[src/npp_pkg.sv]
// Shared types and constants for the nearest point on polyline block.
package npp_pkg;

  localparam int COORD_W  = 32;
  localparam int CFG_IDX_W = 8;
  localparam int CFG_DATA_W = 32;
  localparam int PCOUNT_W = 11;

  // register indexes
  localparam logic [CFG_IDX_W-1:0] REG_USE_QUERY   = 8'd0;
  localparam logic [CFG_IDX_W-1:0] REG_QUERY_X     = 8'd1;
  localparam logic [CFG_IDX_W-1:0] REG_QUERY_Y     = 8'd2;
  localparam logic [CFG_IDX_W-1:0] REG_POINT_COUNT = 8'd3;

  typedef struct packed {
    logic signed [COORD_W-1:0] vertex_x;
    logic signed [COORD_W-1:0] vertex_y;
    logic                      last_vertex;
  } in_t;

  typedef struct packed {
    logic signed [COORD_W-1:0] anchor_x;
    logic signed [COORD_W-1:0] anchor_y;
    logic                      found;
  } out_t;

  typedef enum logic [1:0] {
    OP_NONE = 2'd0,
    OP_MID  = 2'd1,
    OP_SEG  = 2'd2
  } op_t;

  // one classified vertex handed from front to back
  typedef struct packed {
    op_t                       op;
    logic                      first;
    logic                      last;
    logic                      found;
    logic signed [COORD_W-1:0] ax;
    logic signed [COORD_W-1:0] ay;
    logic signed [COORD_W-1:0] bx;
    logic signed [COORD_W-1:0] by;
  } item_t;

  // magnitude of a 33-bit signed value; -2^32 maps to 2^32
  function automatic logic [COORD_W:0] mag33(input logic signed [COORD_W:0] v);
    logic [COORD_W:0] r;
    r = v[COORD_W] ? (COORD_W+1)'(-v) : (COORD_W+1)'(v);
    return r;
  endfunction

endpackage

[src/npp_front.sv]
// Front end: tracks vertex index and previous vertex, classifies each vertex.
module npp_front
  import npp_pkg::*;
#(
  parameter int MAX_POINTS = 1024
) (
  input  logic                clk,
  input  logic                rst,
  input  logic                accept,
  input  in_t                 in_data,
  input  logic                use_query,
  input  logic [PCOUNT_W-1:0] point_count,
  output item_t               item
);

  localparam int CW = $clog2(MAX_POINTS + 1);
  localparam int MW = (CW > PCOUNT_W) ? CW : PCOUNT_W;

  logic [CW-1:0]             vertices_seen;
  logic [CW-1:0]             vertices_seen_next;
  logic signed [COORD_W-1:0] prev_x;
  logic signed [COORD_W-1:0] prev_y;
  logic                      is_mid;

  assign is_mid = MW'(vertices_seen) == MW'(point_count >> 1);

  always_comb begin
    item.ax    = prev_x;
    item.ay    = prev_y;
    item.bx    = in_data.vertex_x;
    item.by    = in_data.vertex_y;
    item.last  = in_data.last_vertex;
    item.found = vertices_seen != '0;
    item.first = vertices_seen == CW'(1);
    if (use_query) begin
      item.op = (vertices_seen != '0) ? OP_SEG : OP_NONE;
    end else begin
      item.op = is_mid ? OP_MID : OP_NONE;
    end
  end

  assign vertices_seen_next = (vertices_seen < CW'(MAX_POINTS)) ?
                              vertices_seen + CW'(1) : CW'(MAX_POINTS);

  always_ff @(posedge clk) begin
    if (rst) begin
      vertices_seen <= '0;
      prev_x        <= '0;
      prev_y        <= '0;
    end else if (accept) begin
      if (in_data.last_vertex) begin
        vertices_seen <= '0;
        prev_x        <= '0;
        prev_y        <= '0;
      end else begin
        vertices_seen <= vertices_seen_next;
        prev_x        <= in_data.vertex_x;
        prev_y        <= in_data.vertex_y;
      end
    end
  end

endmodule

[config.mk]
export PLATFORM = sky130hd
export DESIGN_NAME = npp_front
export DESIGN_NICKNAME = d
export VERILOG_FILES = /design/src/npp_pkg.sv /design/src/npp_front.sv
export SDC_FILE = /design/constraint.sdc
export NUM_CORES = 1
export LEC_CHECK = 0
export BUFFER_PORTS_ARGS = -buffer_cell sky130_fd_sc_hd__buf_2
export CAP_MARGIN = 20
export CORE_UTILIZATION = 39
export CTS_BUF_LIST = sky130_fd_sc_hd__clkbuf_16
export CTS_CLUSTER_DIAMETER = 150
export DETAILED_ROUTE_END_ITERATION = 16
export PLACE_DENSITY = 0.76
export SYNTH_ARGS = -nofsm -noshare
export SYNTH_HDL_FRONTEND = slang
export SYNTH_SLANG_ARGS = --single-unit
[constraint.sdc]
create_clock -name clk -period 1.45 [get_ports clk]
set_input_delay 0.2175 -clock clk [delete_from_list [all_inputs] [get_ports clk]]
set_output_delay 0.2175 -clock clk [all_outputs]
set_load 0.05 [all_outputs]
-- Yosys cells after proc, flatten, opt, wreduce, memory -nomap -nowiden
Cells that the tools add are included.
- bits in registers: 75
- output and inout port bits: 133
- bits of input ports: 80
- eq/ne operators: 2
- add/sub/neg operators: 1
- muxes and demuxes: 7
- reduce and logical (&&, ||, !) cells: 1
- $lt $le $gt $ge: 1
- operators by type and width (kind ; number):
    $mux 32 ; 2
    $mux 11 ; 2
    $add 11x1->11 const B ; 1
    $eq 11x1->1 const B ; 1
    $eq 11x10->1 ; 1
    $lt 11x11->1 const B ; 1
    $reduce_bool 11->1 ; 1
    $mux 2 ; 2
    $mux 1 ; 1

-- Longest topological paths before layout
Gate-level depths: netlist of run 1.
- word-level depth: 3
- gate-level depth with buffers: 6
- gate-level depth less buffers: 4

-- Least setup slack after synthesis of run 1
OpenSTA, ideal clock, no wires.
- path kind: flip-flop to output port
- start: register vertices_seen[6]
- end: output item[132] in the netlist's numbering
- arrival: 1.846 ns
- stages on the path, launching flop included: 5
- data required time: 1.233 ns
- path slack: -0.613 ns
- path buffers: 1
- cells stage by stage: dfxtp_1 > clkbuf_1 > nor4_1 > nand4_1 > and2_1
- RTL lines (element ; line ; text):
    start: declaration ; npp_front.sv:19 ; logic [CW-1:0] vertices_seen;
    start signal: assignment ; npp_front.sv:56 ; vertices_seen <= vertices_seen_next;
    end: declaration ; npp_front.sv:13 ; output item_t item

==> flow_summary_export.csv, run 1 <==
group,metric,value,unit
yosys,yosysUniqueCellTypes,30,
cts,cts.hold.buffers_added,0,
hold_path,hp-start,"in_data[28]",
routing,drt_iter0_drc,73,
hold_path,hold_depth,3,
outcome,violations,"negative setup slack",
worst_setup_path,critPathRequiredTime,1.23,ns
yosys,synth_area,3540,sq um
outcome,status,"finished, violations left",
final_layout,drive_gt1_share,45.3,%
routing,wl,8.43,mm
yosys,synth_nets,512,
sta,skew,0.00740,ns
worst_setup_path,critPathArrivalTime,1.44,ns
floorplanning,core,8760,sq um
floorplanning,die_h,97.2,um
worst_setup_path,r2r-end,"vertices_seen[8]",
sta,postLayoutSetupSlackWorst,-0.210,ns
cts,clk_latency,0.32,ns
floorplanning,num_rows,34,
cts,clock_sinks,75,
yosys,ys.flop_type,"dfxtp_1",
job,cap_violations,0,
floorplanning,die_area,9450,sq um
placed_design,io_buffers,211,
worst_setup_path,reg2regPathDepth,4,
cts,cts_root_buf,"clkbuf_16",
sta,slew_violations,0,
cts,cts_htree_levels,3,
yosys,seq_area_frac_synth,42.5,%
power_and_ir_drop,switching_share,29.6,%
placed_design,hpwl,6.04,mm
cts,clk_path_buf_depth,2,
hold_path,hold_end,"prev_y[27]",
yosys,ys_seq_elements,75,
power_and_ir_drop,leakage,2.31,nW
sta,setup_viol,4,
power_and_ir_drop,p_clk_share,42.3,%
sta,report.final.hold_viol_count,0,
sta,finalSetupTns,-0.659,ns
worst_setup_path,rr_startpoint,"vertices_seen[1]",
yosys,syn_inst,429,
routing,vias,3219,
floorplanning,fp.dieW,97.2,um
routing,drt_pass1_iterations,4,
global_routing,grt_max_degree,38,
worst_setup_path,r2r_slack,0.04,ns
final_layout,nets,659,
sta,period_share,114,%
global_routing,grt_pass1_vias,2995,
worst_setup_path,end_kind,"primary output",
yosys,yosysWarnings,0,
placed_design,gp_congestion,0.816,
hold_path,worstHoldPathType,"input port to flop",
sta,rsz0062_at_grt,"true",
worst_setup_path,worstPathMaxFanout,3,
power_and_ir_drop,power_frac_comb,20.7,%
sta,fin_crit,1.66,ns
global_routing,grt_pass1_wl,13.7,mm
routing,routed_via_density,4.68,
global_routing,antenna_found_initial,0,
floorplanning,io_pins,213,
sta,worstMarginPinSlew,0.380,ns
sta,max-slew-margin-rel,74.7,%
final_layout,area_delta_synth_final,33.9,%
power_and_ir_drop,p_sw,1.73,mW
sta,fin_hold_ws,0.136,ns
global_routing,gr-total-overflow,0,
worst_setup_path,start_kind,"flop",
cts,cts_tree,"done",
worst_setup_path,crit_type,"flop to primary output",
final_layout,n_antenna_cell,0,
final_layout,fin_area,4740,sq um
global_routing,grtUsageTotal,17.5,%
cts,cts.clk_slew.worst_paths,0.06,ns
floorplanning,initial_core_util,40.3,%
power_and_ir_drop,p_seq_share,37.0,%
yosys,avgSynthCellArea,8.24,sq um
placed_design,place_area,4290,sq um
routing,drc,0,
routing,wl_per_cell,12.2,um
routing,ant_nets,0,
power_and_ir_drop,intPower,4.10,mW
yosys,ys_async_sr_fraction,0,%
sta,fmax,0.602,GHz
yosys,synth_edf_count,0,
power_and_ir_drop,power_density,1230,nW/um^2
cts,cts_inserted_buffers,9,
power_and_ir_drop,ir_drop,0.652,mV
==> repair_timing <==
action	4_1_cts	5_1_grt
pin swaps	8	2
buffers inserted	2	0
resized for setup	23	6
cloned	0	0
setup endpoints to repair	6	7
==> cell families after synthesis <==
group,after synthesis,share of synthesized area (%)
compound gates,78,11.5
xor+xnor,14,3.47
fa+ha+maj,3,1.06
buf+inv,97,17.8
flops,75,42.5
mux,1,0.283
simple gates,161,23.4
==> power groups by stage <==
stage	sequential, mW	combinational (mW)	clock (mW)
finish	2.16	1.21	2.47
detailed placement	2.21	1.20	0
CTS	2.16	1.21	2.54
floorplan	2.44	0.741	0
global route	2.16	1.28	2.63
global placement	2.21	1.19	0
==> layout by cell type (no fill, tap or decap), types with 7 or more instances in the layout <==
cell / count
nor2_1: 71
dfxtp_4: 8
xnor2_1: 7
clkbuf_16: 9
a21oi_1: 68
buf_2: 208
buf_4: 14
inv_1: 7
dfxtp_1: 66
nor2b_1: 64
==> through the flow <==
| stage | worst slack (ns) | util [%] | power [mW] | cells |
|---|---|---|---|---|
| 2_1_floorplan | -0.318 | - | 3.19 | 429 |
| 3_3_place_gp | 0.0463 | 48.9 | 3.40 | 671 |
| 3_5_place_dp | -0.0428 | 48.9 | 3.41 | 671 |
| 4_1_cts | -0.224 | 53.7 | 5.91 | 688 |
| 5_1_grt | -0.288 | 54.0 | 6.07 | 688 |
| 6_report | -0.210 | 54.0 | 5.83 | 688 |
==> worst max-delay path, stage by stage, from the launching register on <==
cell and delay, ns:
dfxtp_2 0.34, nor4_4 0.31, nand4_1 0.16, and2_4 0.17
buf_6 0.14
==> layout make-up <==
cell class / instances / area [sq um]
inverters: 6 / 22.5
well taps: 108 / 135
clock buffers: 9 / 225
flip-flops and latches: 75 / 1530
clock inverters: 6 / 106
fillers: 795 / 4030
multi-input cells: 257 / 1490
repair buffers: 227 / 1220
==> worst max-delay path by stage <==
stage                startpoint          endpoint  slack (ns)
3_3_place_gp   vertices_seen[3]         item[131]        0.05
3_5_place_dp   vertices_seen[2]  vertices_seen[8]       -0.04
6_report       vertices_seen[6]         item[132]       -0.21
2_1_floorplan  vertices_seen[9]         item[132]       -0.32
4_1_cts        vertices_seen[6]         item[132]       -0.22
5_1_grt        vertices_seen[6]         item[132]       -0.29
==> per-layer routing <==
metal | vias to the layer above | routed length (um) | part of all wire [%] | global-route usage, %
met1 | 1455 | 3630 | 43 | 20.0
met4 | 0 | 58 | 0.69 | 4.86
li1 | 1631 | - | - | -
met3 | 4 | 577 | 6.8 | 5.04
met5 | - | 0 | 0 | 0
met2 | 129 | 4160 | 49 | 31.6
==> synthesized netlist by cell type, types with 2 or more instances <==
library cell,number,area (sq um)
nor4_1,2,12.5
xnor2_1,11,96.3
inv_1,6,22.5
nand2_1,4,15.0
nor3_1,3,15.0
or4_1,3,22.5
nand4_1,6,37.5
nor2b_1,65,407
buf_2,10,50.1
nand3_1,2,10.0
o31ai_1,3,22.5
xor2_1,3,26.3
o21ai_0,2,10.0
buf_4,65,488
dfxtp_1,75,1500
a21oi_1,69,345
ha_1,3,37.5
clkbuf_1,15,56.3
nor2_1,71,267
==> registers in the layout (all words and copies together) (netlist names) <==
signal,cells
prev_x,32
prev_y,32
vertices_seen,11
No activity file was read; power rests on OpenSTA's default activity.
==> inputs of run 2 (changes only) <==
--- a/config.mk
+++ b/config.mk
@@ -5,13 +5,14 @@
 export SDC_FILE = /design/constraint.sdc
 export NUM_CORES = 1
 export LEC_CHECK = 0
+export ABC_AREA = 1
 export BUFFER_PORTS_ARGS = -buffer_cell sky130_fd_sc_hd__buf_2
 export CAP_MARGIN = 20
 export CORE_UTILIZATION = 39
 export CTS_BUF_LIST = sky130_fd_sc_hd__clkbuf_16
 export CTS_CLUSTER_DIAMETER = 150
 export DETAILED_ROUTE_END_ITERATION = 16
-export PLACE_DENSITY = 0.76
+export PLACE_DENSITY = 0.77
 export SYNTH_ARGS = -nofsm -noshare
 export SYNTH_HDL_FRONTEND = slang
 export SYNTH_SLANG_ARGS = --single-unit
==> run 2 against run 1 <==
The run still ends with negative setup slack left. Sequential power about the same. Largest power group is now sequential cells. First-iteration DRC count increased by 21%. Maximum frequency rose by 2.2%. Die area down 2.1%. Highest routed layer unchanged. Wire length up 2.2%.
==> flow_summary_export.csv, run 2 <==
group,metric,value,unit
outcome,status,"finished, violations left",
outcome,violations,"negative setup slack",
sta,report.final.hold_viol_count,0,
sta,slew_violations,0,
worst_setup_path,critPathMaxStageDelay,0.36,ns
yosys,synth_top_cell_by_area,"dfxtp_1",
sta,max-slew-margin-rel,73.3,%
sta,fmax,0.615,GHz
floorplanning,io_pins,213,
sta,rsz0062_at_grt,"true",
sta,fin_hold_ws,0.151,ns
routing,routed_via_density,4.68,
worst_setup_path,reg2regPathDepth,6,
floorplanning,die_h,96.2,um
yosys,synth_xor_area_share,1.01,%
cts,clk_latency,0.32,ns
global_routing,grt_max_degree,40,
sta,setup_viol,4,
final_layout,final_util,54.2,%
routing,wl_per_cell,11.9,um
final_layout,nets,698,
yosys,ys_async_sr_fraction,0,%
floorplanning,fp.dieW,96.2,um
worst_setup_path,start_kind,"flop",
yosys,netlist.area_leader.share,43.4,%
routing,ant_nets,0,
routing,vias,3390,
yosys,synth_edf_count,0,
worst_setup_path,worstPathMaxFanout,3,
global_routing,gr-total-overflow,0,
cts,cts_tree,"done",
final_layout,layout_common_cells,"buf_2, nand2_1, a21oi_1",
worst_setup_path,critPathRequiredTime,1.23,ns
yosys,synth_top_family_by_area,"simple AND/OR/NAND/NOR gates",
routing,wl,8.61,mm
cts,clock_sinks,75,
power_and_ir_drop,power_density,1200,nW/um^2
global_routing,antenna_found_initial,0,
yosys,synth_most_common_cell,"nand2_1",
yosys,yosysWarnings,0,
global_routing,grtUsageTotal,17.3,%
routing,drc,0,
yosys,synth_nets,546,
yosys,synth_area,3460,sq um
final_layout,layout_commonest_cell,"buf_2",
hold_path,hold_depth,3,
final_layout,n_antenna_cell,0,
cts,cts.clk_slew.worst_paths,0.06,ns
job,cap_violations,0,
yosys,yosys.area_share.simple,23.1,%
hold_path,hp-start,"in_data[20]",
sta,skew,0.00207,ns
cts,cts_htree_levels,3,
yosys,avgSynthCellArea,7.47,sq um
worst_setup_path,crit_chain,"buf_4 > xnor2_1 > nand3_1 > nor2_2 > buf_6",
cts,cts.hold.buffers_added,0,
routing,drt_iter0_drc,88,
final_layout,drive_gt1_share,43.4,%
yosys,synth_area_leaders,"dfxtp_1, nand2_1, buf_4",
sta,period_share,112,%
final_layout,area_delta_synth_final,31.2,%
sta,fin_crit,1.62,ns
final_layout,finalNonFillerCells,725,
final_layout,top_regs,"prev_x x32, prev_y x32, vertices_seen x11",
worst_setup_path,rr_startpoint,"vertices_seen[2]",
placed_design,gp_congestion,0.848,
yosys,synth-compound-area-share,11.8,%
floorplanning,core,8380,sq um
hold_path,worstHoldPathType,"input port to flop",
worst_setup_path,crit_type,"flop to primary output",
final_layout,num-fill-cells,807,
power_and_ir_drop,ir_drop,0.584,mV
power_and_ir_drop,leakage,2.24,nW
worst_setup_path,r2r-end,"vertices_seen[7]",
cts,clk_path_buf_depth,2,
floorplanning,initial_core_util,41.3,%
hold_path,hold_end,"prev_y[19]",
floorplanning,die_area,9250,sq um
sta,worstMarginPinSlew,0.400,ns
yosys,syn_inst,463,
placed_design,io_buffers,211,
worst_setup_path,critPathArrivalTime,1.41,ns
global_routing,grt_pass1_wl,12.5,mm
cts,cts_root_buf,"clkbuf_16",
yosys,ys_seq_elements,75,
worst_setup_path,r2r_slack,0.25,ns
floorplanning,num_rows,33,
worst_setup_path,slowest_stage,"dfxtp_4",
yosys,synth_fa_ha_area_share,1.08,%
yosys,ys.flop_type,"dfxtp_1",
yosys,yosysUniqueCellTypes,25,
yosys,muxShareOfSynthArea,0,%
worst_setup_path,end_kind,"primary output",
yosys,synthTopCellsByCount,"nand2_1, dfxtp_1, a21oi_1, buf_4",
routing,drt_pass1_iterations,4,
power_and_ir_drop,p_total,5.47,mW
global_routing,grt_pass1_vias,2830,
sta,finalSetupTns,-0.504,ns
cts,cts_inserted_buffers,9,
placed_design,dp_cells,701,
placed_design,hpwl,6.18,mm
sta,postLayoutSetupSlackWorst,-0.175,ns
yosys,seq_area_frac_synth,43.4,%
[run 2: cell count changes in the layout (fill, tap and decap cells not counted), sizes merged, moves of 5 or more]
cell and change:
nand2 +160, nor2b -65, nor2 -51, inv +13, xnor2 -7, nand4 -5
[run 2: final cells by class]
cell class	instances	area [sq um]	area share, %
Clock buffer	9	225	4.96
Sequential cell	75	1520	33.5
Multi-Input combinational cell	284	1320	29.0
Clock inverter	7	60.1	1.32
Timing Repair Buffer	226	1210	26.7
Tap cell	105	131	2.89
Inverter	19	71.3	1.57
[run 2: how the worst max path moves through the flow]
stage	slack [ns]	cells after the start	from	endpoint
floorplan	-0.17	4	vertices_seen[10]	item[132]
global placement	0.1	5	vertices_seen[0]	item[132]
detailed placement	0.05	5	vertices_seen[0]	item[132]
CTS	-0.13	5	vertices_seen[2]	item[132]
global route	-0.25	5	vertices_seen[2]	item[131]
finish	-0.17	5	vertices_seen[2]	item[131]
[run 2: cell families (layout without fill, tap and decap cells)]
| logic type | Yosys count | in the layout |
|---|---|---|
| buf+inv | 104 | 261 |
| simple gates | 198 | 198 |
| xor+xnor | 4 | 4 |
| flops | 75 | 75 |
| compound gates | 79 | 79 |
| fa+ha+maj | 3 | 3 |
[run 2: critical path, delay by kind of cell, from the launching register on]
| kind | cells | cell delay (ns) |
|---|---|---|
| XOR/XNOR | 1 | 0.19 |
| flip-flops | 1 | 0.36 |
| buffers and inverters | 2 | 0.30 |
| AND/OR/NAND/NOR | 2 | 0.25 |
[run 2: power breakdown]
part / switching, mW / total [mW] / leakage [nW] / internal (mW)
Sequential: 0.0376 / 2.17 / 0.618 / 2.13
Combinational: 0.891 / 1.19 / 1.48 / 0.299
Clock: 0.800 / 2.11 / 0.144 / 1.31
[run 2: per-layer routing]
layer  vias to the layer above  track usage [%]  part of all wire (%)
met5                         -                0                     0
met4                         0             5.10                  0.75
met3                         8             5.69                   7.0
met2                       122             30.7                    51
met1                      1552             19.6                    41
li1                       1708                -                     -
[run 2: what timing repair did]
action / 4_1_cts / 5_1_grt
gates resized for setup: 31 / 6
setup buffers: 5 / 3
endpoints found under the setup margin: 4 / 4
hold endpoints to repair: 0 / 0
pin swaps: 2 / 2
[run 2: metrics by stage]
| step | cell area, sq um | worst slack (ns) |
|---|---|---|
| after floorplan | 3460 | -0.165 |
| after global placement | 4110 | 0.0956 |
| after detailed placement | 4110 | 0.0509 |
| after CTS | 4500 | -0.135 |
| after global routing | 4540 | -0.247 |
| final | 4540 | -0.175 |
==> inputs of run 3 (changes only) <==
--- a/config.mk
+++ b/config.mk
@@ -8,6 +8,7 @@
 export ABC_AREA = 1
 export BUFFER_PORTS_ARGS = -buffer_cell sky130_fd_sc_hd__buf_2
 export CAP_MARGIN = 20
+export CORE_MARGIN = 2
 export CORE_UTILIZATION = 39
 export CTS_BUF_LIST = sky130_fd_sc_hd__clkbuf_16
 export CTS_CLUSTER_DIAMETER = 150
==> run 3 against run 2 <==
The run still ends with negative setup slack left. Combinational power barely moved. Flip-flop and latch count did not move. Die area rose by 4.2%. Sequential power barely moved. Highest routed layer unchanged. Hold slack got worse by 0.0029 ns. Maximum frequency fell by 1.3%.
==> flow_summary_export.csv, run 3 (synthesis results as in run 2) <==
group,metric,value,unit
outcome,violations,"negative setup slack",
routing,wl_per_cell,11.6,um
final_layout,n_antenna_cell,0,
sta,rsz0062_at_grt,"true",
placed_design,place_area,4110,sq um
sta,report.final.hold_viol_count,0,
routing,drc,0,
worst_setup_path,start_kind,"flop",
worst_setup_path,worstPathMaxFanout,4,
placed_design,gp_congestion,0.859,
worst_setup_path,crit_start,"vertices_seen[10]",
final_layout,final_util,52.4,%
final_layout,layout_commonest_cell,"buf_2",
floorplanning,core,8680,sq um
worst_setup_path,crit_type,"flop to primary output",
global_routing,gr-total-overflow,0,
global_routing,grt_max_degree,43,
cts,clk_path_buf_depth,2,
cts,cts_htree_levels,3,
power_and_ir_drop,leakage,2.23,nW
cts,clk_latency,0.32,ns
worst_setup_path,critPathArrivalTime,1.43,ns
worst_setup_path,rr_startpoint,"vertices_seen[1]",
sta,postLayoutSetupSlackWorst,-0.196,ns
sta,fin_crit,1.65,ns
power_and_ir_drop,power_density,1240,nW/um^2
floorplanning,die_area,9640,sq um
final_layout,drive_gt1_share,42.6,%
cts,cts.hold.buffers_added,0,
floorplanning,num_rows,34,
placed_design,io_buffers,211,
sta,fmax,0.607,GHz
final_layout,area_delta_synth_final,31.4,%
power_and_ir_drop,ir_drop,0.556,mV
sta,slew_violations,0,
cts,cts.clk_slew.worst_paths,0.06,ns
routing,drt_pass1_iterations,4,
cts,cts_root_buf,"clkbuf_16",
routing,routed_via_density,4.63,
cts,cts_inserted_buffers,9,
global_routing,grtUsageTotal,16.8,%
cts,cts_tree,"done",
worst_setup_path,critPathRequiredTime,1.23,ns
worst_setup_path,end_kind,"primary output",
routing,drt_iter0_drc,114,
hold_path,hp-start,"in_data[28]",
floorplanning,die_h,98.2,um
final_layout,fin_area,4550,sq um
sta,max-slew-margin-rel,71.7,%
floorplanning,io_pins,213,
floorplanning,initial_core_util,39.9,%
global_routing,antenna_found_initial,0,
routing,wl,8.45,mm
final_layout,nets,697,
routing,vias,3365,
floorplanning,fp.dieW,98.2,um
global_routing,grt_pass1_wl,13.6,mm
routing,ant_nets,0,
hold_path,worstHoldPathType,"input port to flop",
job,cap_violations,0,
sta,worstMarginPinSlew,0.424,ns
cts,clock_sinks,75,
sta,skew,0.00746,ns
final_layout,layout_common_cells,"buf_2, nand2_1, a21oi_1",
placed_design,dp_slack,0.0405,ns
outcome,status,"finished, violations left",
global_routing,grt_pass1_vias,3132,
sta,period_share,114,%
placed_design,hpwl,6.17,mm
sta,setup_viol,4,
final_layout,top_regs,"prev_x x32, prev_y x32, vertices_seen x11",
-- run 3: path summary, 6_finish.rpt --
path	to	slack, ns	depth (start not counted)
worst min-delay path	prev_y[27]	0.15	3
worst max register to register	vertices_seen[8]	0.18	7
worst max-delay path	item[132]	-0.20	5
worst min register to register	prev_y[16]	0.46	2
-- run 3: final cells by class --
type	count	area [sq um]
fill	840	4130
sequential	75	1520
multi-input combinational	284	1300
timing repair buffer	225	1200
clock buffer	9	225
tap	108	135
clock inverter	7	83.8
inverter	19	71.3
-- run 3: worst max-delay path, cell delays in order (launching register included) --
cell and delay (ns):
dfxtp_4 0.36, nor2_2 0.13, nand3b_1 0.11, nand3b_1 0.20, and2_4 0.17, buf_8 0.14
-- run 3: layer usage --
layer	track usage, %	part of all wire, %	vias to the layer above
met2	30.8	51	124
met5	0	0	-
met1	18.3	40	1528
met4	4.95	1.4	0
met3	5.51	7.2	10
li1	-	-	1703
-- run 3: report_power, final --
group	internal (mW)	switching [mW]	total, mW	leakage (nW)
registers	2.13	0.0371	2.17	0.617
clock network	1.48	0.802	2.29	0.152
logic	0.292	0.889	1.18	1.46
total	3.90	1.73	5.63	2.23
-- run 3: metrics by stage --
stage	instances	setup TNS [ns]	power, mW	hold WS [ns]
final	727	-0.516	5.63	0.149
after global routing	727	-0.799	5.87	0.141
after CTS	723	-0.404	5.71	0.138
after detailed placement	703	0	3.37	0.453
after global placement	703	0	3.36	0.449
after floorplan	463	-0.174	3.17	0.360
-- run 3: what timing repair did --
action / in CTS / in global routing
gates resized for setup: 26 / 8
pin swaps: 4 / 10
endpoints found under the setup margin: 4 / 4
setup buffers: 4 / 4
