`config.mk`:
```
export PLATFORM = sky130hd
export DESIGN_NAME = npp_queue
export DESIGN_NICKNAME = d
export VERILOG_FILES = /design/src/npp_pkg.sv /design/src/npp_queue.sv
export SDC_FILE = /design/constraint.sdc
export NUM_CORES = 1
export LEC_CHECK = 0
export ABC_AREA = 0
export BUFFER_PORTS_ARGS = -buffer_cell sky130_fd_sc_hd__buf_2
export CORE_AREA = 8 8 218 220
export CTS_CLUSTER_DIAMETER = 80
export DETAILED_ROUTE_END_ITERATION = 6
export DIE_AREA = 0 0 226 228
export SETUP_SLACK_MARGIN = 0.5
export SLEW_MARGIN = 20
export SYNTH_ARGS = -nofsm -noshare
export SYNTH_HDL_FRONTEND = slang
export SYNTH_SLANG_ARGS = --single-unit
export TNS_END_PERCENT = 50
```
`constraint.sdc`:
```
create_clock -name clk -period 5.32 [get_ports clk]
set_clock_uncertainty 0.05 [all_clocks]
set_input_delay 0.266 -clock clk [delete_from_list [all_inputs] [get_ports clk]]
set_output_delay 0.266 -clock clk [all_outputs]
set_load 0.01 [all_outputs]
```
`src/npp_pkg.sv`:
```
// Shared types and constants for the nearest point on polyline block.
package npp_pkg;

  localparam int COORD_W  = 32;
  localparam int CFG_IDX_W = 8;
  localparam int CFG_DATA_W = 32;
  localparam int PCOUNT_W = 11;

  // register indexes
  localparam logic [CFG_IDX_W-1:0] REG_USE_QUERY   = 8'd0;
  localparam logic [CFG_IDX_W-1:0] REG_QUERY_X     = 8'd1;
  localparam logic [CFG_IDX_W-1:0] REG_QUERY_Y     = 8'd2;
  localparam logic [CFG_IDX_W-1:0] REG_POINT_COUNT = 8'd3;

  typedef struct packed {
    logic signed [COORD_W-1:0] vertex_x;
    logic signed [COORD_W-1:0] vertex_y;
    logic                      last_vertex;
  } in_t;

  typedef struct packed {
    logic signed [COORD_W-1:0] anchor_x;
    logic signed [COORD_W-1:0] anchor_y;
    logic                      found;
  } out_t;

  typedef enum logic [1:0] {
    OP_NONE = 2'd0,
    OP_MID  = 2'd1,
    OP_SEG  = 2'd2
  } op_t;

  // one classified vertex handed from front to back
  typedef struct packed {
    op_t                       op;
    logic                      first;
    logic                      last;
    logic                      found;
    logic signed [COORD_W-1:0] ax;
    logic signed [COORD_W-1:0] ay;
    logic signed [COORD_W-1:0] bx;
    logic signed [COORD_W-1:0] by;
  } item_t;

  // magnitude of a 33-bit signed value; -2^32 maps to 2^32
  function automatic logic [COORD_W:0] mag33(input logic signed [COORD_W:0] v);
    logic [COORD_W:0] r;
    r = v[COORD_W] ? (COORD_W+1)'(-v) : (COORD_W+1)'(v);
    return r;
  endfunction

endpackage

```
`src/npp_queue.sv`:
```
// Short queue of classified vertices between front and back.
module npp_queue
  import npp_pkg::*;
(
  input  logic  clk,
  input  logic  rst,
  input  logic  wr,
  input  item_t wr_item,
  output logic  full,
  input  logic  rd,
  output item_t rd_item,
  output logic  empty
);

  localparam int DEPTH = 4;
  localparam int PW    = $clog2(DEPTH);

  item_t         mem [DEPTH];
  logic [PW-1:0] wptr;
  logic [PW-1:0] rptr;
  logic [PW:0]   count;

  assign full    = count == (PW+1)'(DEPTH);
  assign empty   = count == '0;
  assign rd_item = mem[rptr];

  always_ff @(posedge clk) begin
    if (wr) begin
      mem[wptr] <= wr_item;
    end
  end

  always_ff @(posedge clk) begin
    if (rst) begin
      wptr  <= '0;
      rptr  <= '0;
      count <= '0;
    end else begin
      if (wr) wptr <= wptr + PW'(1);
      if (rd) rptr <= rptr + PW'(1);
      if (wr && !rd) begin
        count <= count + (PW+1)'(1);
      end else if (rd && !wr) begin
        count <= count - (PW+1)'(1);
      end
    end
  end

endmodule

```
-- After elaboration in Yosys (flattened, before gate mapping)
Memory sizes are Yosys's and may differ from the RTL's. A register that Yosys moved wholly into a read port is not among the register bits.
Cells that the tools add are included.
- $add $sub $neg: 4
- equal/unequal tests: 1
- mux-type cells: 6
- reductions and logical operators: 6
- operators with widths (cell ; number):
    $mux W3 ; 2
    $add A2 B1 Y2 const B ; 2
    $mux W2 ; 2
    $add A3 B1 Y3 const B ; 1
    $eq A3 B3 Y1 const B ; 1
    $logic_not A3 Y1 ; 1
    $sub A3 B1 Y3 const B ; 1
    $logic_and A1 B1 Y1 ; 2
    $logic_not A1 Y1 ; 2
    $mux W1 ; 2
    $reduce_bool A2 Y1 ; 1
- register bits: 7
- bits in writable memories: 532
- bits of input ports: 137
- output and inout bits: 135
- word-level logic and storage cells: 21
- memories: 1
- memory list (memory ; words ; bits a word ; rd ports ; clocked after memory_dff ; write ports ; line ; source):
    mem ; 4 ; 133 ; 1 ; 1 ; 1 ; npp_queue.sv:18 ; item_t mem [DEPTH];

-- Depth between registers and ports, before layout
Gate-level depths: netlist of run 1.
- depth after elaboration: 4
- gate-level depth with buffers: 7
- gate-level depth less buffers: 7

-- Least setup slack after synthesis of run 1
Ideal clock, no wire load.
- path type: register to register
- from: reg wptr[0]
- to: mem mem[0][0] (netlist bit) (enable)
- setup time: 0.508 ns
- arrival: 3.592 ns
- data required time: 4.762 ns
- setup slack: 1.170 ns
- cell stages (with the launch flop): 4
- buffers on the path: 0
- clock period less this slack: 4.150 ns
- cells stage by stage: dfxtp_1 > inv_1 > ha_1 > and2_1
- RTL lines (item ; line ; source):
    start: declaration ; npp_queue.sv:19 ; logic [PW-1:0] wptr;
    start signal: assignment ; npp_queue.sv:39 ; if (wr) wptr <= wptr + PW'(1);
    end: declaration ; npp_queue.sv:18 ;
No word-level cell before the write port.

==> out/metrics.csv, run 1 <==
stage,metric,value,unit
placement,final weighted congestion of routability-driven global placement,0.694,
floorplanning,die outline area,0.0515,sq mm
synth,largest area contributor in the synthesized netlist,edfxtp_1,
global_route,via count of the first global-routing pass,10500,
synth,count of unique library cells instantiated by Yosys,20,
drt,Vias/cell,5.11,
floorplanning,row cnt,77,
sta,setup violators final,0,
synth,async set-or-reset flop fraction in the synthesized netlist,0,%
synth,area of the mapped netlist,0.0196,sq mm
sta,Relative slew margins,35.9,%
synth,sequential share of the synthesized area,82.4,%
synth,cell count after synthesis,739,
placement,Post-Place Cell Area,0.0217,sq mm
sta,Worst Tran Pin Value,0.961,ns
placement,Detail Placement HPWL,23100,um
critical_path,kind of end point of the critical path,output port,
synth,number of warnings printed during yosys synthesis,0,
clocking,clock insertion delay at the later pin of the skew report,0.59,ns
synth,Synth top area share,81.5,%
sta,setup TNS after final layout,0,ns
synth,"EDFF count, synth",532,
global_route,largest net degree at the start of global routing,134,
cells_and_area,area delta synth->final,26.0,%
synth,flip-flop and latch count after synthesis,541,
floorplanning,starting density of the core,44.7,%
floorplanning,horizontal die dimension,226,um
critical_path,CP Launch Type,flop,
drt,mean routed wirelength per cell,22.1,um
power_and_ir_drop,Power per Cell Area,384,mW/mm^2
critical_path,critical path class,flop to output port,
floorplanning,Die H,228,um
power_and_ir_drop,Leak,8.35,nW
sta,post-route clock period utilization,59.2,%
critical_path,data arrival time at the worst-slack endpoint,2.83,ns
global_route,wire length of the first global-routing pass,62300,um
cells_and_area,share of cells above drive strength 1,40.2,%
critical_path,top fanout value on the critical path,59,
cells_and_area,final non-filler cell total,1821,
placement,Inst Count DP,1581,
cells_and_area,Final Instance Area,0.0247,sq mm
clocking,number of buffers created by CTS,55,
worst_hold_path,class of the tightest hold or removal check,primary input to flop,
sta,setup repair after global routing missed its margin,false,
global_route,number of antenna violations at the first check in global routing,2,
clocking,Clock H-tree levels,2,
clocking,master cell of the clock root buffer,clkbuf_16,
sta,final worst path period need,3.15,ns
clocking,clock-pin slew on the worst setup and hold paths,0.06,ns
sta,Final Hold Vio Count,0,
synth,dominant synthesized flop cell,edfxtp_1,
cells_and_area,fin nets,1326,
synth,net count of the mapped netlist,882,
clocking,CTS Buffer Depth,3,
cells_and_area,post-route core utilization,56.3,%
job,max-capacitance violation count,0,
drt,routed via count,9303,
clocking,CTS sink count,541,
sta,final slew viol count,0,
drt,DR DRC count,0,
drt,1st-iter DRT viols,586,
critical_path,worst-case reg-to-reg path depth,3,
critical_path,reg2reg start,wptr[0]$_SDFFE_PP0P_,
synth,mean area per synthesized cell,26.5,sq um
critical_path,required arrival time at the worst endpoint,5.00,ns
synth,top cells by instance count after synthesis,"edfxtp_1, mux4_2, buf_2",
drt,Total Routed Length,40300,um
synth,most common cell in the netlist,edfxtp_1,
power_and_ir_drop,"IR drop worst, VDD",0.294,mV
critical_path,worst reg-to-reg setup slack,3.09,ns
run_status,result of the run,"complete, no violations",
drt,antenna-violating nets left,0,
clocking,TritonCTS clock tree,yes,
sta,achievable frequency,0.318,GHz
critical_path,r2r endpoint,mem[1][30]$_DFFE_PP_,
floorplanning,number of I/O pins,272,
floorplanning,core region area,0.0438,sq mm
global_route,GRT Overall Usage,15.7,%
global_route,grt total ovfl,0,
placement,Port Buffers,271,
worst_hold_path,number of cells traversed by the worst hold path,2,
drt,drt first pass iters,6,
synth,main area contributors after synthesis,"edfxtp_1, mux4_2, dfxtp_1, buf_6, buf_2",
worst_hold_path,Min-Delay Startpoint,wr_item[124],
worst_hold_path,hold endpoint,mem[2][124]$_DFFE_PP_,
==> cell families (layout without fill, tap and decap cells) <==
logic type | Yosys count | after routing | synth area share, %
AOI/OAI and AO/OA | 2 | 2 | 0.0510
xor gates and xnor gates | 5 | 5 | 0.223
adders and majority gates | 6 | 6 | 0.421
buffers and inverters | 35 | 522 | 1.11
DFF | 541 | 541 | 82.4
muxes | 135 | 135 | 15.4
other | 0 | 3 | 0
and+or+nand+nor | 15 | 15 | 0.377
==> layer usage <==
| layer | wire length [um] | part of all wire [%] | vias to the layer above | global-route usage, % |
|---|---|---|---|---|
| met2 | 20100 | 50 | 244 | 26.4 |
| li1 | - | - | 4099 | - |
| met3 | 2800 | 6.9 | 62 | 4.40 |
| met5 | 0 | 0 | - | 0 |
| met4 | 974 | 2.4 | 0 | 5.12 |
| met1 | 16400 | 41 | 4898 | 19.6 |
==> registers in the layout (all words and copies together) (netlist names), named ones only <==
| name | count |
|---|---|
| wptr | 2 |
| rptr | 2 |
| mem | 532 |
| count | 3 |
==> per-stage QoR <==
stage	setup slack (ns)	hold slack, ns	total power (W)
after floorplan	1.17	0.315	0.00557
after global placement	2.66	0.429	0.00594
after detailed placement	2.66	0.431	0.00596
after CTS	2.01	0.320	0.00961
after global routing	1.93	0.364	0.00983
final	2.17	0.380	0.00948
==> how the worst max path moves through the flow <==
stage,to,slack (ns)
final,rd_item[6],2.17
after global routing,rd_item[66],1.93
after CTS,rd_item[93],2.01
after detailed placement,rd_item[93],2.66
after global placement,rd_item[66],2.66
after floorplan,mem[0][0]$_DFFE_PP_,1.17
==> cells in the final DEF, fill, tap and decap left out <==
master / count
nand2_1: 1
ha_1: 5
mux4_2: 133
clkinv_2: 11
nor3b_1: 1
dfxtp_4: 2
edfxtp_1: 532
fa_1: 1
o21ai_0: 1
clkbuf_16: 55
clkinv_1: 19
buf_12: 6
inv_6: 2
mux2i_1: 2
inv_1: 4
and2_4: 4
xnor2_1: 2
nor2_1: 7
xor2_1: 3
buf_2: 271
a21oi_1: 1
diode_2: 3
clkbuf_1: 8
bufinv_16: 3
or3_1: 1
buf_4: 4
dfxtp_1: 7
clkinvlp_4: 1
nor3_1: 1
dlygate4sd3_1: 137
clkinv_4: 1
==> where the power goes <==
part           switching, W  total, W  leakage (nW)  internal, W
clock network       0.00153   0.00355         0.816      0.00203
logic              0.000489  0.000951          2.57     0.000462
registers         0.0000766   0.00498          4.96      0.00490
total               0.00209   0.00948          8.35      0.00739
==> area by class of cell <==
type	instances	area (sq um)
Fill cell	3269	19100
Sequential cell	541	16200
Multi-Input combinational cell	163	3240
Timing Repair Buffer	418	2880
Clock buffer	63	1410
Tap cell	592	741
Clock inverter	37	250
Inverter	4	15.0
Antenna cell	3	7.51
==> timing repair <==
| action | CTS | global route |
|---|---|---|
| gates resized for setup | 0 | 0 |
| hold endpoints to repair | 541 | 0 |
| hold buffers | 137 | 0 |
| buffers inserted | 0 | 0 |
==> worst max-delay path, cell delays in order (launching register included) <==
cell and delay [ns]:
dfxtp_4 0.89, buf_12 0.50, mux4_2 0.62, buf_2 0.17
(Power assumes the default switching activity.)
==> run 2: changes to the inputs <==
--- a/config.mk
+++ b/config.mk
@@ -11,6 +11,7 @@
 export CTS_CLUSTER_DIAMETER = 80
 export DETAILED_ROUTE_END_ITERATION = 6
 export DIE_AREA = 0 0 226 228
+export PLACE_DENSITY = 0.67
 export SETUP_SLACK_MARGIN = 0.5
 export SLEW_MARGIN = 20
 export SYNTH_ARGS = -nofsm -noshare
==> constraint.sdc (replaced) <==
create_clock -name clk -period 2.6 [get_ports clk]
set_clock_uncertainty 0.05 [all_clocks]
set_input_delay 0.13 -clock clk [delete_from_list [all_inputs] [get_ports clk]]
set_output_delay 0.13 -clock clk [all_outputs]
set_load 0.01 [all_outputs]
==> run 2 against run 1 <==
Net effect:
- final area is 4.6% higher
- via count rose by 2.2%
- register-to-register slack lost 2.2 ns
- clock power is 130% higher
- worst hold slack got worse by 0.13 ns
- first-iteration DRC count increased by 9.7%
- clock-buffer cell count is 4 higher
- total power rose by 120%
- die area unchanged
- critical path type unchanged
- largest cell class unchanged
- highest routed layer is now met5
==> out/metrics.csv, run 2 (synthesized netlist as in run 1, its figures left out) <==
stage,metric,value,unit
run_status,result of the run,"complete, no violations",
drt,1st-iter DRT viols,643,
floorplanning,core region area,0.0438,sq mm
drt,Vias/cell,5.11,
cells_and_area,area delta synth->final,31.8,%
clocking,master cell of the clock root buffer,clkbuf_16,
critical_path,r2r endpoint,mem[0][80]$_DFFE_PP_,
sta,setup repair after global routing missed its margin,true,
floorplanning,row cnt,77,
floorplanning,horizontal die dimension,226,um
power_and_ir_drop,Power per Cell Area,796,mW/mm^2
power_and_ir_drop,total net switching power,0.00441,W
power_and_ir_drop,Pint,0.0161,W
cells_and_area,most common library cell in the layout ignoring fill and taps,edfxtp_1,
sta,hold slack,0.246,ns
sta,final slew viol count,0,
sta,Final Hold Vio Count,0,
critical_path,kind of end point of the critical path,output port,
critical_path,cell seen most often among critical-path stages,buf_12,
power_and_ir_drop,net switching share of the total power,21.5,%
floorplanning,number of I/O pins,272,
power_and_ir_drop,Gate power share,11.5,%
drt,DR DRC count,0,
global_route,number of antenna violations at the first check in global routing,4,
critical_path,top fanout value on the critical path,7,
critical_path,largest incremental delay on the critical path,0.50,ns
sta,post-route clock period utilization,86.6,%
global_route,grt total ovfl,0,
cells_and_area,biggest regs,"mem (532), count (3)",
drt,antenna-violating nets left,0,
power_and_ir_drop,sequential group share of total power,49.3,%
drt,Total Routed Length,42300,um
critical_path,worst reg-to-reg setup slack,0.85,ns
cells_and_area,flip-flop count of the largest register after layout,532,
worst_hold_path,class of the tightest hold or removal check,primary input to flop,
cells_and_area,highest-count cells in the layout ignoring fill and taps,"edfxtp_1, buf_2, dlygate4sd3_1, mux4_2, clkbuf_16",
critical_path,"slowest stage cell, crit path",mux4_2,
power_and_ir_drop,Power Total,0.0205,W
worst_hold_path,Min-Delay Startpoint,wr_item[72],
clocking,clock insertion delay at the later pin of the skew report,0.58,ns
worst_hold_path,hold endpoint,mem[1][72]$_DFFE_PP_,
power_and_ir_drop,portion of total power attributed to the clock network,39.2,%
global_route,via count of the first global-routing pass,10300,
cells_and_area,fin nets,1364,
sta,achievable frequency,0.444,GHz
clocking,CTS sink count,541,
sta,Worst Tran Pin Value,0.614,ns
clocking,number of buffers created by CTS,55,
clocking,CTS Buffer Depth,3,
critical_path,reg2reg start,wptr[0]$_SDFFE_PP0P_,
cells_and_area,register ranked first by flip-flop count,mem,
critical_path,worst-case reg-to-reg path depth,4,
placement,Detail Placement HPWL,24100,um
sta,setup violators final,0,
floorplanning,die outline area,0.0515,sq mm
power_and_ir_drop,Leak,8.84,nW
clocking,Clock H-tree levels,2,
power_and_ir_drop,"IR drop worst, VDD",0.712,mV
cells_and_area,share of cells above drive strength 1,42.6,%
critical_path,critical path class,flop to output port,
critical_path,CP Launch Type,flop,
drt,mean routed wirelength per cell,22.7,um
floorplanning,starting density of the core,44.7,%
placement,final weighted congestion of routability-driven global placement,0.708,
floorplanning,Die H,228,um
clocking,clock-pin slew on the worst setup and hold paths,0.06,ns
sta,Relative slew margins,59.1,%
global_route,GRT Overall Usage,16.0,%
sta,final worst path period need,2.25,ns
job,max-capacitance violation count,0,
critical_path,sequence of cells on the critical path,buf_12 > buf_12 > clkbuf_16 > mux4_2 > buf_2,
global_route,largest net degree at the start of global routing,86,
placement,Port Buffers,271,
clocking,TritonCTS clock tree,yes,
critical_path,data arrival time at the worst-slack endpoint,2.07,ns
cells_and_area,post-route core utilization,58.9,%
critical_path,required arrival time at the worst endpoint,2.42,ns
worst_hold_path,number of cells traversed by the worst hold path,2,
drt,drt first pass iters,5,
global_route,wire length of the first global-routing pass,62600,um
drt,routed via count,9510,
-- run 2: cell count changes in the layout (fill, tap and decap cells not counted), sizes merged --
cell,change
bufinv,+6
clkinv,-8
buf,+35
clkinvlp,+1
clkbuf,+8
inv,-1
dlygate4sd3,-1
-- run 2: power by group through the flow --
stage | sequential [W] | combinational [W] | clock, W
final | 0.0101 | 0.00237 | 0.00805
after global routing | 0.0102 | 0.00253 | 0.00853
after CTS | 0.0101 | 0.00226 | 0.00821
after detailed placement | 0.0103 | 0.00193 | 0
after global placement | 0.0103 | 0.00191 | 0
after floorplan | 0.0103 | 0.00109 | 0
-- run 2: what timing repair did --
| action | CTS | global route |
|---|---|---|
| setup buffers | 11 | 0 |
| resized for setup | 16 | 60 |
| hold buffers | 136 | 0 |
| endpoints found under the setup margin | 133 | 133 |
| hold endpoints to repair | 541 | 0 |
| cloned | 5 | 4 |
-- run 2: metrics by stage --
stage / setup slack, ns / setup TNS (ns) / instances / instance area, sq um
after CTS: 0.295 / 0 / 1854 / 25500
after global placement: 0.784 / 0 / 1600 / 21900
final: 0.349 / 0 / 1861 / 25800
after global routing: 0.278 / 0 / 1860 / 25800
after detailed placement: 0.746 / 0 / 1600 / 21900
after floorplan: -0.0498 / -13.24 / 739 / 19600
-- run 2: area by class of cell --
cell class / count / area [sq um]
Clock buffer: 67 / 1460
Antenna cell: 3 / 7.51
Fill cell: 3070 / 18000
Multi-Input combinational cell: 163 / 3240
Tap cell: 592 / 741
Timing Repair Buffer: 456 / 3800
Sequential cell: 541 / 16200
Inverter: 4 / 15.0
Clock inverter: 35 / 394
-- run 2: worst max path at each step --
stage,start,end,slack [ns],cells after the start
after global placement,flop,rd_item[59],0.78,3
after floorplan,wptr[0]$_SDFFE_PP0P_,mem[1][0]$_DFFE_PP_,-0.05,2
final,flop,rd_item[62],0.35,5
after CTS,flop,rd_item[59],0.29,5
after detailed placement,flop,rd_item[106],0.75,4
after global routing,flop,rd_item[129],0.28,5
-- run 2: critical path: cells and delay by family, from the launching register on --
| kind | cells | cell delay, ns |
|---|---|---|
| multiplexers | 1 | 0.50 |
| flip-flops | 1 | 0.35 |
| buffers and inverters | 4 | 0.63 |
-- run 2: routing by layer --
layer / part of all wire [%] / global-route usage, % / wire [um]
met1: 40 / 20.5 / 17100
met4: 2.0 / 4.71 / 859
met5: 0.026 / 0 / 11
met2: 50 / 26.4 / 21200
met3: 7.4 / 4.63 / 3130
==> run 3: changes to the inputs <==
--- a/config.mk
+++ b/config.mk
@@ -7,11 +7,13 @@
 export LEC_CHECK = 0
 export ABC_AREA = 0
 export BUFFER_PORTS_ARGS = -buffer_cell sky130_fd_sc_hd__buf_2
+export CELL_PAD_IN_SITES_DETAIL_PLACEMENT = 0
+export CELL_PAD_IN_SITES_GLOBAL_PLACEMENT = 1
 export CORE_AREA = 8 8 218 220
 export CTS_CLUSTER_DIAMETER = 80
 export DETAILED_ROUTE_END_ITERATION = 6
 export DIE_AREA = 0 0 226 228
-export PLACE_DENSITY = 0.67
+export PLACE_DENSITY_LB_ADDON = 0.1
 export SETUP_SLACK_MARGIN = 0.5
 export SLEW_MARGIN = 20
 export SYNTH_ARGS = -nofsm -noshare
==> run 3 against run 2 <==
Net effect:
- sequential power is essentially flat
- via count down 0.50%
- critical path depth is the same
- non-clock buffer count rose by 1
- die area is the same
- critical endpoint is now rd_item[118]
- highest routed layer is now met4
==> out/metrics.csv, run 3 (synthesized netlist as in run 1, its figures left out) <==
stage,metric,value,unit
run_status,result of the run,"complete, no violations",
cells_and_area,share of cells above drive strength 1,41.7,%
drt,antenna-violating nets left,0,
power_and_ir_drop,Power Total,0.0198,W
worst_hold_path,Min-Delay Startpoint,wr_item[25],
sta,Worst Tran Pin Value,0.594,ns
floorplanning,number of I/O pins,272,
clocking,CTS Buffer Depth,3,
sta,post-route clock period utilization,86.9,%
critical_path,required arrival time at the worst endpoint,2.42,ns
critical_path,CP Launch Type,flop,
critical_path,CP top delay family,multiplexers,
sta,Relative slew margins,60.4,%
critical_path,sequence of cells on the critical path,buf_8 > buf_8 > buf_16 > mux4_2 > buf_6,
critical_path,"slowest stage cell, crit path",mux4_2,
global_route,number of antenna violations at the first check in global routing,1,
job,max-capacitance violation count,0,
critical_path,reg2reg start,wptr[0]$_SDFFE_PP0P_,
global_route,GRT Overall Usage,16.9,%
sta,achievable frequency,0.443,GHz
sta,setup repair after global routing missed its margin,true,
critical_path,path length in cells of the critical path,5,
critical_path,number of buffer and inverter stages on the critical path,4,
cells_and_area,biggest regs,"mem (532), count (3)",
clocking,clock-pin slew on the worst setup and hold paths,0.06,ns
cells_and_area,area occupied by registers,0.0162,sq mm
critical_path,largest incremental delay on the critical path,0.56,ns
critical_path,r2r endpoint,mem[1][34]$_DFFE_PP_,
floorplanning,row cnt,77,
cells_and_area,most common library cell in the layout ignoring fill and taps,edfxtp_1,
critical_path,cell seen most often among critical-path stages,buf_8,
critical_path,data arrival time at the worst-slack endpoint,2.08,ns
cells_and_area,area delta synth->final,32.0,%
critical_path,top fanout value on the critical path,7,
critical_path,worst reg-to-reg setup slack,0.88,ns
critical_path,kind of end point of the critical path,output port,
drt,DR DRC count,0,
drt,Vias/cell,5.10,
cells_and_area,total area of multi-input combinational cells,0.00324,sq mm
critical_path,worst-case reg-to-reg path depth,3,
critical_path,critical path class,flop to output port,
sta,setup violators final,0,
worst_hold_path,hold endpoint,mem[1][25]$_DFFE_PP_,
sta,Final Hold Vio Count,0,
cells_and_area,fillers,3199,
sta,final worst path period need,2.26,ns
floorplanning,starting density of the core,44.7,%
worst_hold_path,class of the tightest hold or removal check,primary input to flop,
cells_and_area,flip-flop count of the largest register after layout,532,
drt,1st-iter DRT viols,528,
drt,Total Routed Length,43500,um
worst_hold_path,number of cells traversed by the worst hold path,2,
clocking,clock insertion delay at the later pin of the skew report,0.57,ns
global_route,via count of the first global-routing pass,10200,
placement,Port Buffers,271,
clocking,master cell of the clock root buffer,clkbuf_16,
cells_and_area,fin nets,1365,
placement,Detail Placement HPWL,24300,um
floorplanning,core region area,0.0438,sq mm
power_and_ir_drop,"IR drop worst, VDD",0.598,mV
sta,final slew viol count,0,
clocking,Clock H-tree levels,2,
power_and_ir_drop,Leak,8.83,nW
global_route,wire length of the first global-routing pass,65000,um
cells_and_area,register ranked first by flip-flop count,mem,
global_route,largest net degree at the start of global routing,77,
clocking,CTS sink count,541,
floorplanning,die outline area,0.0515,sq mm
clocking,number of buffers created by CTS,55,
floorplanning,Die H,228,um
power_and_ir_drop,Power per Cell Area,766,mW/mm^2
cells_and_area,Final Instance Area,0.0259,sq mm
cells_and_area,highest-count cells in the layout ignoring fill and taps,"edfxtp_1, buf_2, dlygate4sd3_1, mux4_2, buf_6",
cells_and_area,post-route core utilization,59.0,%
placement,Post-Place Cell Area,0.0219,sq mm
placement,final weighted congestion of routability-driven global placement,0.693,
drt,mean routed wirelength per cell,23.5,um
clocking,TritonCTS clock tree,yes,
drt,drt first pass iters,4,
sta,post-layout worst setup margin,0.340,ns
placement,post-place setup slack,0.725,ns
floorplanning,horizontal die dimension,226,um
global_route,grt total ovfl,0,
drt,routed via count,9462,
## run 3: changes by cell type in the layout (fill, tap and decap cells not counted), moves of 4 or more
cell and delta:
bufinv_16 -9, clkbuf_8 +4, clkinv_2 -6, buf_2 -37, clkbuf_1 +9, buf_12 -4, buf_4 +4, buf_6 +31
clkbuf_16 -4, buf_16 +9
## run 3: worst max path at each step
stage / slack (ns) / endpoint / from
3_5_place_dp: 0.73 / rd_item[57] / flop
6_report: 0.34 / rd_item[118] / flop
3_3_place_gp: 0.74 / rd_item[57] / flop
4_1_cts: 0.30 / rd_item[118] / flop
5_1_grt: 0.27 / rd_item[118] / flop
2_1_floorplan: -0.05 / mem[1][0]$_DFFE_PP_ / wptr[0]$_SDFFE_PP0P_
## run 3: timing repair
action                                  4_1_cts  5_1_grt
setup buffers                                11        0
cloned                                       14        0
hold buffers                                137        0
pin swaps                                     0        0
endpoints found under the hold margin       541        0
resized for setup                            71       58
endpoints found under the setup margin      133      133
## run 3: final cells by class
| cell class | instances | area share (%) |
|---|---|---|
| diodes | 2 | 0.0193 |
| clock buffers | 80 | 6.00 |
| clock inverters | 15 | 0.242 |
| inverters | 4 | 0.0580 |
| multi-input cells | 163 | 12.5 |
| flip-flops and latches | 541 | 62.5 |
| well taps | 592 | 2.86 |
| repair buffers | 457 | 15.8 |
## run 3: stage by stage
stage                     instances  hold WS (ns)  setup TNS, ns
after floorplan                 739         0.179         -13.24
after global placement         1595         0.296              0
after detailed placement       1595         0.297              0
after CTS                      1852         0.200              0
after global routing           1852         0.224              0
final                          1854         0.247              0
## run 3: routing by layer
metal | global-route usage (%) | wire length, um | vias to the layer above
li1 | - | - | 4161
met1 | 22.8 | 18600 | 4993
met2 | 27.0 | 21200 | 245
met3 | 4.49 | 2870 | 63
met4 | 4.59 | 741 | 0
met5 | 0 | 0 | -
## run 3: where the power goes
part | total (W) | internal [W] | switching [W] | leakage (nW)
Clock | 0.00714 | 0.00409 | 0.00305 | 0.789
Sequential | 0.0101 | 0.0100 | 0.0000901 | 4.96
Combinational | 0.00256 | 0.00135 | 0.00121 | 3.07
## run 3: worst register-to-register path, stage by stage (launching register included)
cell and delay, ns:
dfxtp_1 0.39, ha_1 0.17, and2_4 0.37, buf_4 0.40
